--- src/sv/i2c_master_byte_engine_macros.svh ---
// assertion macros for the i2c master byte engine
// used by the rtl files that carry concurrent assertions, needs clk_i and rst_ni in scope
`ifndef I2C_MASTER_BYTE_ENGINE_MACROS_SVH
`define I2C_MASTER_BYTE_ENGINE_MACROS_SVH

`ifndef ASSERT_OFF
`define I2CM_ASSERT(lbl, prop, msg) \
  lbl: assert property (@(posedge clk_i) disable iff (!rst_ni) prop) else $error(msg);
`define I2CM_ASSERT_ALWAYS(lbl, prop, msg) \
  lbl: assert property (@(posedge clk_i) prop) else $error(msg);
`else
`define I2CM_ASSERT(lbl, prop, msg)
`define I2CM_ASSERT_ALWAYS(lbl, prop, msg)
`endif

`endif

--- src/sv/i2cm_pkg.sv ---
// shared types, constants and functions of the i2c master byte engine
// no dependencies
package i2cm_pkg;

  localparam int unsigned COUNTER_BITS = 16;
  localparam int unsigned HP_W         = 16;
  localparam int unsigned CMP_W        = (COUNTER_BITS > HP_W) ? COUNTER_BITS : HP_W;
  localparam int unsigned PHASE_W      = 5;
  localparam logic [HP_W-1:0] HP_RESET = HP_W'(240);
  localparam logic [COUNTER_BITS-1:0] CNT_MAX = {COUNTER_BITS{1'b1}};

  typedef enum logic [2:0] {
    CMD_NONE  = 3'd0,
    CMD_START = 3'd1,
    CMD_STOP  = 3'd2,
    CMD_WRITE = 3'd3,
    CMD_READ  = 3'd4
  } cmd_e;

  typedef struct packed {
    logic       scl_out;
    logic       sda_out;
    logic       busy_res;
    logic       done_res;
    logic [7:0] read_data;
    logic       ack_seen;
  } res_t;

  function automatic logic [PHASE_W-1:0] phase_count(cmd_e cmd);
    logic [PHASE_W-1:0] n;
    unique case (cmd)
      CMD_START: n = PHASE_W'(3);
      CMD_STOP:  n = PHASE_W'(2);
      default:   n = PHASE_W'(18);
    endcase
    return n;
  endfunction

endpackage

--- src/sv/i2cm_ifs.sv ---
// valid/ready channel interfaces: command items, result items, configuration writes
// depends on i2cm_pkg for widths
interface i2cm_cmd_if;
  logic       valid;
  logic       ready;
  logic [2:0] kind;
  logic [7:0] data_byte;
  logic       send_ack;
  logic       sda_in;
  modport source (output valid, kind, data_byte, send_ack, sda_in, input ready);
  modport sink   (input valid, kind, data_byte, send_ack, sda_in, output ready);
endinterface

interface i2cm_res_if;
  logic       valid;
  logic       ready;
  logic       scl_out;
  logic       sda_out;
  logic       busy_res;
  logic       done_res;
  logic [7:0] read_data;
  logic       ack_seen;
  modport source (output valid, scl_out, sda_out, busy_res, done_res, read_data, ack_seen,
                  input ready);
  modport sink   (input valid, scl_out, sda_out, busy_res, done_res, read_data, ack_seen,
                  output ready);
endinterface

interface i2cm_cfg_if;
  logic                      valid;
  logic                      ready;
  logic [i2cm_pkg::HP_W-1:0] data;
  modport source (output valid, data, input ready);
  modport sink   (input valid, data, output ready);
endinterface

--- src/sv/i2c_master_byte_engine.sv ---
// top level of the i2c master byte engine: config register, sequencer and result register
// depends on i2cm_pkg, i2cm_ifs, i2cm_step and i2cm_out_reg
//
//  channel  dir  handshake      payload
//  cmd_i    in   valid/ready    kind, data_byte, send_ack, sda_in
//  res_o    out  valid/ready    scl_out, sda_out, busy_res, done_res, read_data, ack_seen
//  cfg_i    in   valid/ready    data = half_period_ticks
//
// one item per clock while res_o does not stall, one result per item, result valid the cycle after accept
// rate set by the single result register: cmd_i.ready = result slot free or being taken
// a stall on res_o holds cmd_i.ready low until the waiting result is taken
// reset: idle, both lines released, half period 240; cfg_i is always ready
module i2c_master_byte_engine (
  input  logic          clk_i,
  input  logic          rst_ni,
  i2cm_cmd_if.sink      cmd_i,
  i2cm_res_if.source    res_o,
  i2cm_cfg_if.sink      cfg_i
);
  import i2cm_pkg::*;

  logic [HP_W-1:0] hp_q;
  logic            accept;
  logic            room;
  res_t            res_next;
  res_t            res_cur;

  always_ff @(posedge clk_i or negedge rst_ni) begin
    if (!rst_ni) begin
      hp_q <= HP_RESET;
    end else if (cfg_i.valid && cfg_i.ready) begin
      hp_q <= cfg_i.data;
    end
  end

  assign cfg_i.ready = 1'b1;
  assign cmd_i.ready = room;
  assign accept      = cmd_i.valid && room;

  i2cm_step u_step (
    .clk_i         (clk_i),
    .rst_ni        (rst_ni),
    .accept_i      (accept),
    .kind_i        (cmd_i.kind),
    .data_byte_i   (cmd_i.data_byte),
    .send_ack_i    (cmd_i.send_ack),
    .sda_in_i      (cmd_i.sda_in),
    .half_period_i (hp_q),
    .res_o         (res_next)
  );

  i2cm_out_reg u_out (
    .clk_i   (clk_i),
    .rst_ni  (rst_ni),
    .load_i  (accept),
    .res_i   (res_next),
    .take_i  (res_o.ready),
    .valid_o (res_o.valid),
    .room_o  (room),
    .res_o   (res_cur)
  );

  assign res_o.scl_out   = res_cur.scl_out;
  assign res_o.sda_out   = res_cur.sda_out;
  assign res_o.busy_res  = res_cur.busy_res;
  assign res_o.done_res  = res_cur.done_res;
  assign res_o.read_data = res_cur.read_data;
  assign res_o.ack_seen  = res_cur.ack_seen;

endmodule

--- src/sv/i2cm_step.sv ---
// bus sequencer: command state, phase timing and line levels, one step per accepted item
// depends on i2cm_pkg and i2c_master_byte_engine_macros.svh
`include "i2c_master_byte_engine_macros.svh"

module i2cm_step (
  input  logic                      clk_i,
  input  logic                      rst_ni,
  input  logic                      accept_i,
  input  logic [2:0]                kind_i,
  input  logic [7:0]                data_byte_i,
  input  logic                      send_ack_i,
  input  logic                      sda_in_i,
  input  logic [i2cm_pkg::HP_W-1:0] half_period_i,
  output i2cm_pkg::res_t            res_o
);
  import i2cm_pkg::*;

  cmd_e                    cmd_q, cmd_d;
  logic [PHASE_W-1:0]      phase_q, phase_d;
  logic [COUNTER_BITS-1:0] cnt_q, cnt_d;
  logic [7:0]              shift_q, shift_d;
  logic [7:0]              last_read_q, last_read_d;
  logic                    ack_send_q, ack_send_d;
  logic                    scl_q, scl_d;
  logic                    sda_q, sda_d;
  logic                    acks_q, acks_d;

  logic                    done;
  logic                    enter;
  cmd_e                    ecmd;
  logic [PHASE_W-1:0]      ep;
  logic [3:0]              slot;
  logic                    wr_slot;
  logic [COUNTER_BITS-1:0] cnt_inc;

  always_ff @(posedge clk_i or negedge rst_ni) begin
    if (!rst_ni) begin
      cmd_q       <= CMD_NONE;
      phase_q     <= '0;
      cnt_q       <= '0;
      shift_q     <= '0;
      last_read_q <= '0;
      ack_send_q  <= 1'b0;
      scl_q       <= 1'b1;
      sda_q       <= 1'b1;
      acks_q      <= 1'b1;
    end else if (accept_i) begin
      cmd_q       <= cmd_d;
      phase_q     <= phase_d;
      cnt_q       <= cnt_d;
      shift_q     <= shift_d;
      last_read_q <= last_read_d;
      ack_send_q  <= ack_send_d;
      scl_q       <= scl_d;
      sda_q       <= sda_d;
      acks_q      <= acks_d;
    end
  end

  assign cnt_inc = (cnt_q == CNT_MAX) ? cnt_q : cnt_q + 1'b1;

  always_comb begin
    cmd_d       = cmd_q;
    phase_d     = phase_q;
    cnt_d       = cnt_q;
    shift_d     = shift_q;
    last_read_d = last_read_q;
    ack_send_d  = ack_send_q;
    scl_d       = scl_q;
    sda_d       = sda_q;
    acks_d      = acks_q;
    done        = 1'b0;
    enter       = 1'b0;
    ecmd        = cmd_q;
    ep          = phase_q + 1'b1;

    if (cmd_q != CMD_NONE) begin
      if (CMP_W'(cnt_inc) >= CMP_W'(half_period_i) || cnt_inc == CNT_MAX) begin
        cnt_d = '0;
        if (ep >= phase_count(cmd_q)) begin
          if (cmd_q == CMD_WRITE || cmd_q == CMD_READ) scl_d = 1'b0;
          if (cmd_q == CMD_READ) last_read_d = shift_q;
          cmd_d   = CMD_NONE;
          phase_d = '0;
          done    = 1'b1;
        end else begin
          phase_d = ep;
          enter   = 1'b1;
        end
      end else begin
        cnt_d = cnt_inc;
      end
    end else if (kind_i >= CMD_START && kind_i <= CMD_READ) begin
      cmd_d   = cmd_e'(kind_i);
      ecmd    = cmd_e'(kind_i);
      phase_d = '0;
      ep      = '0;
      cnt_d   = '0;
      if (cmd_e'(kind_i) == CMD_WRITE) shift_d = data_byte_i;
      if (cmd_e'(kind_i) == CMD_READ) begin
        shift_d    = '0;
        ack_send_d = send_ack_i;
      end
      enter = 1'b1;
    end

    slot    = ep[4:1];
    wr_slot = (ecmd == CMD_WRITE && slot < 4'd8) || (ecmd == CMD_READ && slot == 4'd8);

    if (enter) begin
      unique case (ecmd)
        CMD_START: begin
          if (ep == '0) begin
            sda_d = 1'b1;
            scl_d = 1'b1;
          end else if (ep == PHASE_W'(1)) begin
            sda_d = 1'b0;
          end else begin
            scl_d = 1'b0;
          end
        end
        CMD_STOP: begin
          if (ep == '0) begin
            sda_d = 1'b0;
            scl_d = 1'b1;
          end else begin
            sda_d = 1'b1;
          end
        end
        CMD_WRITE, CMD_READ: begin
          if (!ep[0]) begin
            if (ep != '0) scl_d = 1'b0;
            if (wr_slot) begin
              if (ecmd == CMD_WRITE) sda_d = shift_d[3'd7 - slot[2:0]];
              else                   sda_d = !ack_send_d;
            end else begin
              sda_d = 1'b1;
            end
          end else begin
            scl_d = 1'b1;
            if (!wr_slot) begin
              if (ecmd == CMD_READ) shift_d = {shift_d[6:0], sda_in_i};
              else                  acks_d  = sda_in_i;
            end
          end
        end
        default: ;
      endcase
    end

    res_o.scl_out   = scl_d;
    res_o.sda_out   = sda_d;
    res_o.busy_res  = (cmd_d != CMD_NONE);
    res_o.done_res  = done;
    res_o.read_data = last_read_d;
    res_o.ack_seen  = acks_d;
  end

  `I2CM_ASSERT(a_idle_clean, (cmd_q == CMD_NONE) |-> (phase_q == '0 && cnt_q == '0), "idle dirty")
  `I2CM_ASSERT(a_phase_range, (cmd_q != CMD_NONE) |-> (phase_q < phase_count(cmd_q)), "bad phase")
  `I2CM_ASSERT(a_start_sda, (cmd_q == CMD_START && phase_q != '0) |-> !sda_q, "sda high in start")
  `I2CM_ASSERT(a_done_idle, (accept_i && done) |=> (cmd_q == CMD_NONE), "busy after done")

endmodule

--- src/sv/i2cm_out_reg.sv ---
// result register between the sequencer and the result channel
// depends on i2cm_pkg
module i2cm_out_reg (
  input  logic           clk_i,
  input  logic           rst_ni,
  input  logic           load_i,
  input  i2cm_pkg::res_t res_i,
  input  logic           take_i,
  output logic           valid_o,
  output logic           room_o,
  output i2cm_pkg::res_t res_o
);
  import i2cm_pkg::*;

  logic valid_q;
  res_t res_q;

  always_ff @(posedge clk_i or negedge rst_ni) begin
    if (!rst_ni) begin
      valid_q <= 1'b0;
    end else if (load_i) begin
      valid_q <= 1'b1;
    end else if (take_i) begin
      valid_q <= 1'b0;
    end
  end

  always_ff @(posedge clk_i) begin
    if (load_i) res_q <= res_i;
  end

  assign room_o  = !valid_q || take_i;
  assign valid_o = valid_q;
  assign res_o   = res_q;

endmodule

--- src/flat_wrapper.sv ---
// flat-port wrapper written by rule: the top's interface ports become plain ports
module i2c_master_byte_engine_flat import i2cm_pkg::*;
  (clk_i, rst_ni, cmd_i_valid, cmd_i_kind, cmd_i_data_byte, cmd_i_send_ack, cmd_i_sda_in, cmd_i_ready, res_o_valid, res_o_scl_out, res_o_sda_out, res_o_busy_res, res_o_done_res, res_o_read_data, res_o_ack_seen, res_o_ready, cfg_i_valid, cfg_i_data, cfg_i_ready);
  i2cm_cmd_if cmd_i_i ();
  i2cm_res_if res_o_i ();
  i2cm_cfg_if cfg_i_i ();
  input  logic clk_i;
  input  logic rst_ni;
  input wire logic [$bits(cmd_i_i.valid)-1:0] cmd_i_valid;
  input wire logic [$bits(cmd_i_i.kind)-1:0] cmd_i_kind;
  input wire logic [$bits(cmd_i_i.data_byte)-1:0] cmd_i_data_byte;
  input wire logic [$bits(cmd_i_i.send_ack)-1:0] cmd_i_send_ack;
  input wire logic [$bits(cmd_i_i.sda_in)-1:0] cmd_i_sda_in;
  output wire logic [$bits(cmd_i_i.ready)-1:0] cmd_i_ready;
  output wire logic [$bits(res_o_i.valid)-1:0] res_o_valid;
  output wire logic [$bits(res_o_i.scl_out)-1:0] res_o_scl_out;
  output wire logic [$bits(res_o_i.sda_out)-1:0] res_o_sda_out;
  output wire logic [$bits(res_o_i.busy_res)-1:0] res_o_busy_res;
  output wire logic [$bits(res_o_i.done_res)-1:0] res_o_done_res;
  output wire logic [$bits(res_o_i.read_data)-1:0] res_o_read_data;
  output wire logic [$bits(res_o_i.ack_seen)-1:0] res_o_ack_seen;
  input wire logic [$bits(res_o_i.ready)-1:0] res_o_ready;
  input wire logic [$bits(cfg_i_i.valid)-1:0] cfg_i_valid;
  input wire logic [$bits(cfg_i_i.data)-1:0] cfg_i_data;
  output wire logic [$bits(cfg_i_i.ready)-1:0] cfg_i_ready;
  assign cmd_i_i.valid = cmd_i_valid;
  assign cmd_i_i.kind = cmd_i_kind;
  assign cmd_i_i.data_byte = cmd_i_data_byte;
  assign cmd_i_i.send_ack = cmd_i_send_ack;
  assign cmd_i_i.sda_in = cmd_i_sda_in;
  assign cmd_i_ready = cmd_i_i.ready;
  assign res_o_valid = res_o_i.valid;
  assign res_o_scl_out = res_o_i.scl_out;
  assign res_o_sda_out = res_o_i.sda_out;
  assign res_o_busy_res = res_o_i.busy_res;
  assign res_o_done_res = res_o_i.done_res;
  assign res_o_read_data = res_o_i.read_data;
  assign res_o_ack_seen = res_o_i.ack_seen;
  assign res_o_i.ready = res_o_ready;
  assign cfg_i_i.valid = cfg_i_valid;
  assign cfg_i_i.data = cfg_i_data;
  assign cfg_i_ready = cfg_i_i.ready;
  i2c_master_byte_engine u_core (.clk_i(clk_i), .rst_ni(rst_ni), .cmd_i(cmd_i_i), .res_o(res_o_i), .cfg_i(cfg_i_i));
endmodule
--- config.mk ---
export PLATFORM = sky130hd
export DESIGN_NAME = i2c_master_byte_engine_flat
export DESIGN_NICKNAME = d
export VERILOG_FILES = /design/src/sv/i2cm_pkg.sv /design/src/sv/i2cm_ifs.sv /design/src/sv/i2c_master_byte_engine.sv /design/src/sv/i2cm_step.sv /design/src/sv/i2cm_out_reg.sv /design/src/flat_wrapper.sv
export VERILOG_INCLUDE_DIRS = /design/src /design/src/sv
export SDC_FILE = /design/constraint.sdc
export NUM_CORES = 1
export LEC_CHECK = 0
export BUFFER_PORTS_ARGS = -buffer_cell sky130_fd_sc_hd__buf_2
export CAP_MARGIN = 5
export CORE_ASPECT_RATIO = 0.8
export CORE_UTILIZATION = 65
export DETAILED_ROUTE_END_ITERATION = 8
export HOLD_SLACK_MARGIN = 0.12
export MAX_ROUTING_LAYER = met4
export PLACE_DENSITY = 0.84
export REMOVE_ABC_BUFFERS = 1
export SYNTH_ARGS = -nofsm -noshare
export SYNTH_HDL_FRONTEND = slang
export SYNTH_HIERARCHICAL = 1
export SYNTH_SLANG_ARGS = --single-unit
--- constraint.sdc ---
create_clock -name clk_i -period 6.7 [get_ports clk_i]
set_input_delay 0.67 -clock clk_i [delete_from_list [all_inputs] [get_ports clk_i]]
set_output_delay 0.67 -clock clk_i [all_outputs]
set_load 0.02 [all_outputs]
* After elaboration in Yosys (flattened, before gate mapping)
Index checks and enable logic that the tools add are counted.
** Word-level totals
- Register bits :: 74
- Input bits :: 34
- Output and inout port bits :: 16
- Word-level logic and storage cells :: 128
** Operators by class
- Add/subtract/negate cells :: 3
- Magnitude comparators :: 6
- Equality and inequality tests :: 15
- Multiplexer cells :: 67
- Reductions and logical operators :: 20
** Operator list (count)
- 2-to-1 mux 8 bit :: 13
- 2-to-1 mux 16 bit :: 4
- 2-to-1 mux 5 bit :: 8
- 2-to-1 mux 1 bit :: 33
- == test 16 bit, second input constant :: 2
- adder 16 x 1 -> 16 bit, second input constant :: 1
- >= comparator 16 bit :: 1
- == test 3 x 2 -> 1 bit, second input constant :: 5
- 2-to-1 mux 3 bit :: 5
- case mux 5 bit (2 select lines) :: 1
- == test 3 bit, second input constant :: 3
- == test 3 x 1 -> 1 bit, second input constant :: 2
- case mux 1 bit (3 select lines) :: 2
- nonzero test 3 bit :: 2
- adder 5 x 1 -> 5 bit, second input constant :: 1
- == test 5 x 1 -> 1 bit, second input constant :: 1
- >= comparator 5 bit :: 1
- zero test 5 bit :: 1
- nonzero test 5 bit :: 1
- == test 4 bit, second input constant :: 1
- logical AND 1 bit :: 4
- logical OR 1 bit :: 4
- less-than comparator 3 x 4 -> 1 bit, second input constant :: 1
- less-than comparator 4 bit, second input constant :: 1
- 10 further kinds :: 13

* Depth between registers and ports, before layout
Gate-level depths: netlist of the first run.
- Depth after elaboration :: 14
- Gate-level depth with buffers :: 16

* Cells and area by module
Netlist of the first run, hierarchy kept.
** By module, submodules not included
- i2cm_step :: instances 1, cells an instance 475, area each 3882.5 um2, sequential area each 1104.8 um2
- i2c_master_byte_engine :: instances 1, cells an instance 37, area each 671.9 um2, sequential area each 405.4 um2
- i2cm_out_reg :: instances 1, cells an instance 16, area each 437.9 um2, sequential area each 415.4 um2

* Least setup slack after synthesis of the first run
OpenSTA, ideal clock, no wires.
- Kind :: reg-to-reg
- Start point :: register u_core.u_step.cnt_q[0]
- End point :: register u_core.u_step.shift_q[0]
- Setup time :: 0.146 ns
- Data arrival time :: 4.053 ns
- Data required time :: 6.554 ns
- Slack :: 2.501 ns
- Cell stages (with the launch flop) :: 16
- Buffers on the path :: 1
- Cells stage by stage :: dfrtp_1 ha_1 and3_2 nand2_1 nor3_1 nor3_1 xnor2_1 ha_1 o211ai_1 nor3_1 o211a_1 a211oi_1 o41ai_4 o2111ai_1 clkbuf_1 o221ai_1
** On the way
- Word-level cells in the longest chain between the ends :: 7
- Elaborated cells on any way between the ends :: 9
- Those cells by class :: add/sub: 1; order compare: 1; eq/ne: 2; mux: 4; reduce/logical: 1
** RTL lines
- from (decl) :: line i2cm_step.sv:20 : logic [COUNTER_BITS-1:0] cnt_q, cnt_d;
- from (signal assigned) :: line i2cm_step.sv:50 : cnt_q <= cnt_d;
- adder 16 x 1 -> 16 bit / == test 16 bit (equally long branches) :: line i2cm_step.sv:60 : assign cnt_inc = (cnt_q == CNT_MAX) ? cnt_q : cnt_q + 1'b1;
- 2-to-1 mux 16 bit (*) :: line i2cm_step.sv:60
- >= comparator 16 bit / == test 16 bit (equally long branches) :: line i2cm_step.sv:78 : if (CMP_W'(cnt_inc) >= CMP_W'(half_period_i) || cnt_inc == CNT_MAX) begin
- logical OR 1 bit (*) :: line i2cm_step.sv:78
- 2-to-1 mux 1 bit (*) :: line i2cm_step.sv:78
- 2-to-1 mux 1 bit (*) :: line i2cm_step.sv:77 : if (cmd_q != CMD_NONE) begin
- 2-to-1 mux 8 bit (*) :: line i2cm_step.sv:110 : if (enter) begin
- to (signal assigned) :: line i2cm_step.sv:51 : shift_q <= shift_d;
- to (decl) :: line i2cm_step.sv:21 : logic [7:0] shift_q, shift_d;
Every way passes the cells marked *; elsewhere a longest branch is shown, timed or not.
A chain may end at the register's enable or synchronous reset.

* Worst setup path after layout of the first run
- Start point :: register u_core.u_step.cnt_q[0]
- End point :: register u_core.u_step.shift_q[6]
The elaborated chain is that of the path after synthesis.

==> results of run 1 <==
-- critical path: cells and delay by family (launching register included) --
family / cells / cell delay, ns
AO/OA/AOI/OAI: 6 / 2.28
AND/OR/NAND/NOR: 5 / 1.41
adder cells (fa/ha/maj): 2 / 0.66
flip-flops: 1 / 0.57
XOR/XNOR: 1 / 0.25
multiplexers: 1 / 0.19
-- state kept, by name, indices dropped and copies added (netlist names) --
register                   flops
u_core/hp_q                   16
u_core/u_step/cnt_q           16
u_core/u_out/res_o            13
u_core/u_step/last_read_q      8
u_core/u_step/shift_q          8
u_core/u_step/phase_q          5
u_core/u_step/cmd_q            3
u_core/u_out/valid_o           1
u_core/u_step/ack_send_q       1
u_core/u_step/acks_q           1
u_core/u_step/scl_q            1
u_core/u_step/sda_q            1
-- worst max path at each step --
| stage | end | from | depth (start not counted) |
|---|---|---|---|
| 2_1_floorplan | u_core/u_step/shift_q[1] | u_core/u_step/cnt_q[0] | 15 |
| 3_3_place_gp | u_core/u_step/shift_q[1] | u_core/u_step/cnt_q[0] | 15 |
| 3_5_place_dp | u_core/u_step/shift_q[6] | u_core/u_step/cnt_q[0] | 15 |
| 4_1_cts | u_core/u_step/shift_q[6] | u_core/u_step/cnt_q[0] | 15 |
| 5_1_grt | u_core/u_step/shift_q[6] | u_core/u_step/cnt_q[0] | 15 |
| 6_report | u_core/u_step/shift_q[6] | u_core/u_step/cnt_q[0] | 15 |
-- final cells by class --
cell class / count / area, µm² / area share
multi-input combinational: 384 / 2746 / 0.5049
tap: 105 / 131.4 / 0.02415
timing repair buffer: 53 / 277.8 / 0.05107
inverter: 34 / 127.6 / 0.02346
sequential: 74 / 1926 / 0.3540
clock inverter: 4 / 75.07 / 0.01380
clock buffer: 12 / 155.1 / 0.02853
-- power groups by stage --
| stage | clock network, mW | registers [mW] | logic (mW) |
|---|---|---|---|
| after detailed placement | 0 | 0.657 | 0.577 |
| final | 0.397 | 0.654 | 0.595 |
| after floorplan | 0 | 0.639 | 0.418 |
| after global routing | 0.422 | 0.668 | 0.659 |
| after CTS | 0.405 | 0.650 | 0.584 |
| after global placement | 0 | 0.655 | 0.567 |
-- Yosys cell counts (7+ instances only) --
| cell type | n |
|---|---|
| a21oi_1 | 13 |
| clkbuf_1 | 20 |
| dfrtp_1 | 54 |
| dfstp_2 | 7 |
| edfxtp_1 | 13 |
| ha_1 | 20 |
| inv_1 | 34 |
| mux2_2 | 11 |
| mux2_4 | 18 |
| nand2_1 | 61 |
| nand3_1 | 18 |
| nor2_1 | 27 |
| nor3_1 | 14 |
| o21a_1 | 7 |
| o21ai_0 | 49 |
| o31ai_1 | 7 |
| xnor2_1 | 11 |
-- logic make-up (layout without fill, tap and decap cells) --
family                     Yosys count  count (layout)  synth area share
AOI/OAI and AO/OA                  139             139            0.1937
xor gates and xnor gates            13              13           0.02281
adders and majority gates           20              20           0.05013
buffers and inverters               70             103           0.06491
DFF                                 74              74            0.3857
muxes                               35              35           0.09123
other                                1               1         0.0007512
and+or+nand+nor                    176             176            0.1907
-- per-layer routing --
metal | track usage | part of all wire | wire length (µm)
met3 | 0.07050 | 0.080 | 918
met4 | 0.1043 | 0.014 | 157
met2 | 0.4324 | 0.42 | 4797
met1 | 0.4647 | 0.49 | 5611
met5 | - | 0 | 0
-- per-stage QoR --
stage | std cells | total power, mW | instance area (µm²)
final | 666 | 1.645 | 5439
after global routing | 666 | 1.748 | 5439
after CTS | 666 | 1.639 | 5439
after detailed placement | 650 | 1.235 | 5209
after global placement | 650 | 1.223 | 5209
after floorplan | 492 | 1.057 | 4796
==> impl_results.md, run 1 <==
- Crit start category: flip-flop
- Minimum clock period: 5.469 ns
- Number of optimization iterations in the first detailed-route pass: 5
- Final Hold Slack: 0.4694 ns
- Async SR Flop Fraction: 0.8243
- Final worst clock skew: 0.009713 ns
- Cells after synthesis: 528
- Data required time at the worst endpoint: 6.95 ns
- Die ar.: 8037 µm²
- Clock tree from TritonCTS: built
- Number of antenna violations at the first check in global routing: 0
- Largest net degree at the start of global routing: 62
- Max FO, Critical Path: 13
- Number of remaining DRC errors: 0
- Synth-to-Final Area Change: 8.947%
- Part of the cycle the worst path needs: 0.8163
- Synthesized area per cell: 9.455 µm²
- Post-synth top area cell: dfrtp_1
- Clock slew seen by the registers of the worst setup and hold paths: 0.08 ns
- Inserted Diodes: 0
- Initial core utilization: 0.6722
- Max_slew headroom: 0.2405
- Final HPWL from detailed placement: 8236 µm
- Prevailing post-synth register cell: dfrtp_1
- Average wire per standard cell: 17.24 µm
- Gate power share: 0.362
- Clock buffers created by TritonCTS: 9
- Commonest non-fill, non-tap cell in the layout: nand2_1
- Critical Path Most Common Cell: nor3_1
- H-tree lvl count: 3
- Slew Limit Fails: 0
- Standard-cell row count: 28
- Cell type of the slowest stage on the worst timing path: o2111ai_1
- Number of cells on the worst reg-to-reg path: 15
- Slew @ Worst Pin: 1.138 ns
- Port-buffer cells: 48
- PnR worst setup slack: 1.231 ns
- Final WL: 11,490 µm
- End of the worst register-to-register path: u_core/u_step/shift_q[6]
- Post-CTS setup buffers: 0
- Area inside the core boundary: 7427 µm²
- Outcome: finished clean
- Top-area cell type share of the netlist area: 0.2707
- Worst voltage drop across the vdd grid: 218.5 µV
- Number of vias after detailed routing: 4,120
- Buffer depth of the longest clock path: 2
- Worst reg2reg setup slack: 1.23 ns
- Slowest stage delay, CP: 0.98 ns
- Fraction of power consumed by sequential logic: 0.397
- Ranking of synthesized cells by area: dfrtp_1 (27%), edfxtp_1 (7.8%), mux2_4 (5.4%)
- Number of setup violations in the final report: 0
- Netlist cell types: 75
- Number of vias per cell after detailed routing: 6.186
- Post-synth EDFFs: 13
- Crit path arrival time: 5.72 ns
- Cell chosen for the clock root: clkbuf_8
- Internal power summed over all cells: 1.008 mW
- Number of clock sinks: 74
- Die outline width: 99.98 µm
- Top-level I/O count: 50
- Clock latency reported for the late side of the worst-skew pair: 0.36 ns
- Switching pwr: 0.6366 mW
- Critical Path End Type: flip-flop
- Post-synthesis instance area: 4992 µm²
- Syn. warnings: 6
- Setup slack at placement: 1.321 ns
- Post-cts sizing count: 0
- Antenna-violating nets left: 0
- Type of the tightest min-delay check: primary input to asynchronous set/reset pin
- Sum of overflow across all layers after global routing: 0
- Seq cells post-synth: 74
- Utilization after layout: 0.7323
- Relative contribution of the clock network to total power: 0.241
- All-Layer GR Usage: 0.3172
- Max-capacitance violation count: 0
- Sequential-to-total area share from yosys stat: 0.3857
- Share of cells above drive strength 1: 0.2175
- Vias in the first global route: 3,697
- Global-route wire length before repair: 18,820 µm
- Final Wtd Congestion: 0.9756
- Count of hold buffers inserted by post-cts repair: 0
- Lkg Pwr: 2.495 nW
- Die H: 80.39 µm
- Peak Freq: 0.1828 GHz
- Setup TNS after final layout: 0 ns
- Power Dens Cells: 302.4 nW/µm²
- CP cell instances: ha_1, and3_2, nand2_1, nor3_1, nor3_1, xnor2_1, ha_1, o211ai_1, nor3_1, o211a_1, a211oi_1, o41ai_4, o2111ai_1, mux2i_1, a21o_1
- Total number of nets in the final design: 610
- Critical path start-end classification: flip-flop to flip-flop
- Layout fillers: 576
- Reg-to-reg critical path startpoint: u_core/u_step/cnt_q[0]
- Number of hold violations in the final report: 0
- Unrepaired setup endpoints after global routing: no
- Switching share of power: 0.3870
- Commonest cells after routing, fill and taps aside: nand2_1 (61), dfrtp_1 (54), buf_2 (48), o21ai_0 (48), inv_1 (34)
- 1st-iter DRT viols: 328
(Power assumes the default switching activity.)
==> run 2: changes to the inputs <==
Settings changed: ABC_AREA from default to 1, CORE_UTILIZATION 65 to 60, PLACE_DENSITY 0.84 to 0.78.
Clock period 6.7 ns to 5.2 ns, I/O delays scaled along.
==> run 2 against run 1 <==
Net effect: synthesized cell count increased by 37%; largest cell class unchanged; maximum frequency increased by 48%; clock power increased by 15%; flip-flop and latch count unchanged; critical path depth increased by 3; critical endpoint is now u_core/u_out/res_o[0]; power increased by 64%.
==> impl_results.md, run 2 <==
- Commonest non-fill, non-tap cell in the layout: nand2_1
- Clock tree from TritonCTS: built
- Die outline width: 106.1 µm (+6.1%)
- Type of the tightest min-delay check: primary input to asynchronous set/reset pin
- DR WL met2: 5067 µm (+5.6%)
- Clock slew seen by the registers of the worst setup and hold paths: 0.08 ns (about the same)
- Clock latency reported for the late side of the worst-skew pair: 0.36 ns (about the same)
- Slew Limit Fails: 0 (unchanged)
- Clock buffers created by TritonCTS: 9 (unchanged)
- Peak Freq: 0.2702 GHz (+48%)
- Total number of nets in the final design: 818 (+34%)
- Cells after synthesis: 724 (+37%)
- Commonest cells after routing, fill and taps aside: nand2_1 (215), inv_1 (88), dfrtp_1 (54), o21ai_0 (54), nor2_1 (52)
- Post-cts sizing count: 0 (unchanged)
- Post-synthesis instance area: 5201 µm² (+4.2%)
- Die H: 85.28 µm (+6.1%)
- Initial core utilization: 0.6371 (-0.03508)
- Largest net degree at the start of global routing: 62 (unchanged)
- Area of all placed cells without fillers: 5630 µm² (+3.5%)
- Number of vias after detailed routing: 4,824 (+17%)
- Slew @ Worst Pin: 0.9511 ns (-0.1870 ns)
- Standard-cell row count: 29 (+3.6%)
- Cell chosen for the clock root: clkbuf_8
- Cell Count, Final, Fillers Out: 877 (+32%)
- Critical Path End Type: flip-flop
- Dpl cells: 861 (+32%)
- Post-CTS setup buffers: 0 (unchanged)
- Synthesized area per cell: 7.184 µm² (-24%)
- Post-synth EDFFs: 13 (unchanged)
- Syn. warnings: 6 (unchanged)
- Inserted Diodes: 0 (unchanged)
- Async SR Flop Fraction: 0.8243 (unchanged)
- Ranking of synthesized cells by area: dfrtp_1 (26%), nand2_1 (16%), edfxtp_1 (7.5%)
- Critical path start-end classification: flip-flop to flip-flop
- Buffer depth of the longest clock path: 2 (unchanged)
- Top-level I/O count: 50 (unchanged)
- Sum of overflow across all layers after global routing: 0 (unchanged)
- Count of hold buffers inserted by post-cts repair: 0 (unchanged)
- Area inside the core boundary: 8164 µm² (+9.9%)
- Highest signal layer in the routed design: met4
- Post-synth top area cell: dfrtp_1
- Synth-to-Final Area Change: 8.251%
- Data required time at the worst endpoint: 5.32 ns (-1.63 ns)
- Setup TNS after final layout: 0 ns (unchanged)
- Worst voltage drop across the vdd grid: 361.7 µV (+66%)
- Number of cells on the worst reg-to-reg path: 18 (+3)
- Max-capacitance violation count: 0 (unchanged)
- Crit start category: flip-flop
- Seq cells post-synth: 74 (unchanged)
- Vias in the first global route: 4,257 (+15%)
- Number of clock sinks: 74 (unchanged)
- All-Layer GR Usage: 0.2987 (-0.01855)
- Unrepaired setup endpoints after global routing: no
- Number of antenna violations at the first check in global routing: 0 (unchanged)
- Power Dens Cells: 479.0 nW/µm² (+58%)
- Minimum clock period: 3.701 ns (-1.769 ns)
- Total routed wire length on the met1 layer: 6101 µm (+8.7%)
- Global-route wire length before repair: 20,450 µm (+8.6%)
- Max_slew headroom: 0.3636 (+0.1231)
- Outcome: finished clean
- Cell with the most instances after synthesis: nand2_1
- Top-area cell type share of the netlist area: 0.2598 (-0.01087)
- Final HPWL from detailed placement: 9155 µm (+11%)
- Die ar.: 9047 µm² (+13%)
- Number of vias per cell after detailed routing: 5.501 (-11%)
- Crit path arrival time: 3.82 ns (-1.90 ns)
- Prevailing post-synth register cell: dfrtp_1
- Max FO, Critical Path: 14 (+1)
- Routed wl met3: 953 µm (+3.8%)
- Final WL: 12,240 µm (+6.6%)
- Number of optimization iterations in the first detailed-route pass: 5 (unchanged)
- Number of hold violations in the final report: 0 (unchanged)
- Antenna-violating nets left: 0 (unchanged)
- Port-buffer cells: 48 (unchanged)
- 1st-iter DRT viols: 375 (+14%)
- Most used standard cells in the synthesized netlist: nand2_1 (215), inv_1 (88), dfrtp_1 (54), o21ai_0 (54), nor2_1 (52)
- Final Wtd Congestion: 1.007 (+3.2%)
- Share of cells above drive strength 1: 0.1834 (-0.03411)
- Total placed instance area: 5436 µm² (+4.4%)
- Final worst clock skew: 0.01449 ns (+0.004780 ns)
- H-tree lvl count: 3 (unchanged)
- Average wire per standard cell: 13.96 µm (-19%)
- Number of setup violations in the final report: 0 (unchanged)
- Lkg Pwr: 2.788 nW (+12%)
- Number of remaining DRC errors: 0 (unchanged)
- Netlist cell types: 40 (-47%)
- Part of the cycle the worst path needs: 0.7117 (-0.1046)
- Sequential-to-total area share from yosys stat: 0.3702 (-0.01550)
-- run 2: changes by cell type in the layout (fill, tap and decap cells not counted), sizes merged, moves of 30 or more --
cell | before | now
inv | 34 | 96
mux2 | 30 | 0
nand2 | 61 | 239
nand3 | 19 | 49
nor2 | 27 | 64
o21ai | 49 | 91
-- run 2: worst max-delay path, cell delays in order, from the launching register on --
cell and delay, ns:
dfrtp_1 0.45, ha_1 0.29, inv_1 0.10, nor2_4 0.18
nand4_4 0.23, nand2_1 0.19, ha_1 0.26, nand2_1 0.07
inv_1 0.04, o21ai_0 0.16, a21oi_1 0.09, nor2_1 0.11
o21ai_0 0.10, nor2_1 0.31, nand3_2 0.26, nand2_2 0.30
inv_2 0.16, nand2_1 0.10, nand2_1 0.06
-- run 2: per-layer routing --
layer / global-route usage / up-vias
li1: - / 2410
met4: 0.08207 / 0
met1: 0.4482 / 2204
met2: 0.4112 / 194
met3: 0.05146 / 16
met5: - / -
-- run 2: metrics by stage --
stage	power [mW]	hold WS (ns)	utilization	setup slack [ns]
2_1_floorplan	1.860	0.2244	-	1.617
3_3_place_gp	2.174	0.4522	0.6659	1.779
3_5_place_dp	2.217	0.4580	0.6659	1.591
4_1_cts	2.677	0.3375	0.6897	1.583
5_1_grt	2.922	0.3492	0.6897	1.173
6_report	2.697	0.3081	0.6897	1.499
-- run 2: final timing paths --
path,startpoint,end,slack (ns)
worst max-delay path,u_core/u_step/cnt_q[1],u_core/u_out/res_o[0],1.50
worst min register to register,u_core/hp_q[5],u_core/hp_q[5],0.47
max in group asynchronous,rst_ni,u_core/u_step/cnt_q[5],4.37
worst max register to register,u_core/u_step/cnt_q[1],u_core/u_out/res_o[0],1.50
worst min-delay path,rst_ni,u_core/hp_q[15],0.31
min in group clk_i,cfg_i_data[12],u_core/hp_q[12],0.35
-- run 2: power by group --
group          switching, mW  leakage, nW  total [mW]  internal (mW)
Sequential             0.122        0.910       0.875          0.753
Combinational          0.945         1.78        1.37          0.423
Clock                  0.231        0.101       0.455          0.224
Total                   1.30         2.79        2.70           1.40
-- run 2: cell type report --
cell class | count | area, µm²
fill | 712 | 2534
clock inverter | 6 | 66.31
inverter | 95 | 361.6
multi-input combinational | 532 | 2744
clock buffer | 10 | 127.6
sequential | 74 | 1926
tap | 108 | 135.1
timing repair buffer | 52 | 270.3
-- run 2: logic make-up (layout without fill, tap and decap cells) --
| group | count (synthesis) | count (layout) | share of synthesized area |
|---|---|---|---|
| AO/OA/AOI/OAI | 136 | 136 | 0.1439 |
| XOR/XNOR | 7 | 7 | 0.01179 |
| adder cells (fa/ha/maj) | 20 | 20 | 0.04811 |
| buffers and inverters | 118 | 163 | 0.1022 |
| flip-flops | 74 | 74 | 0.3702 |
| multiplexers | 1 | 1 | 0.001925 |
| other | 1 | 1 | 0.0007210 |
| AND/OR/NAND/NOR | 367 | 367 | 0.3211 |
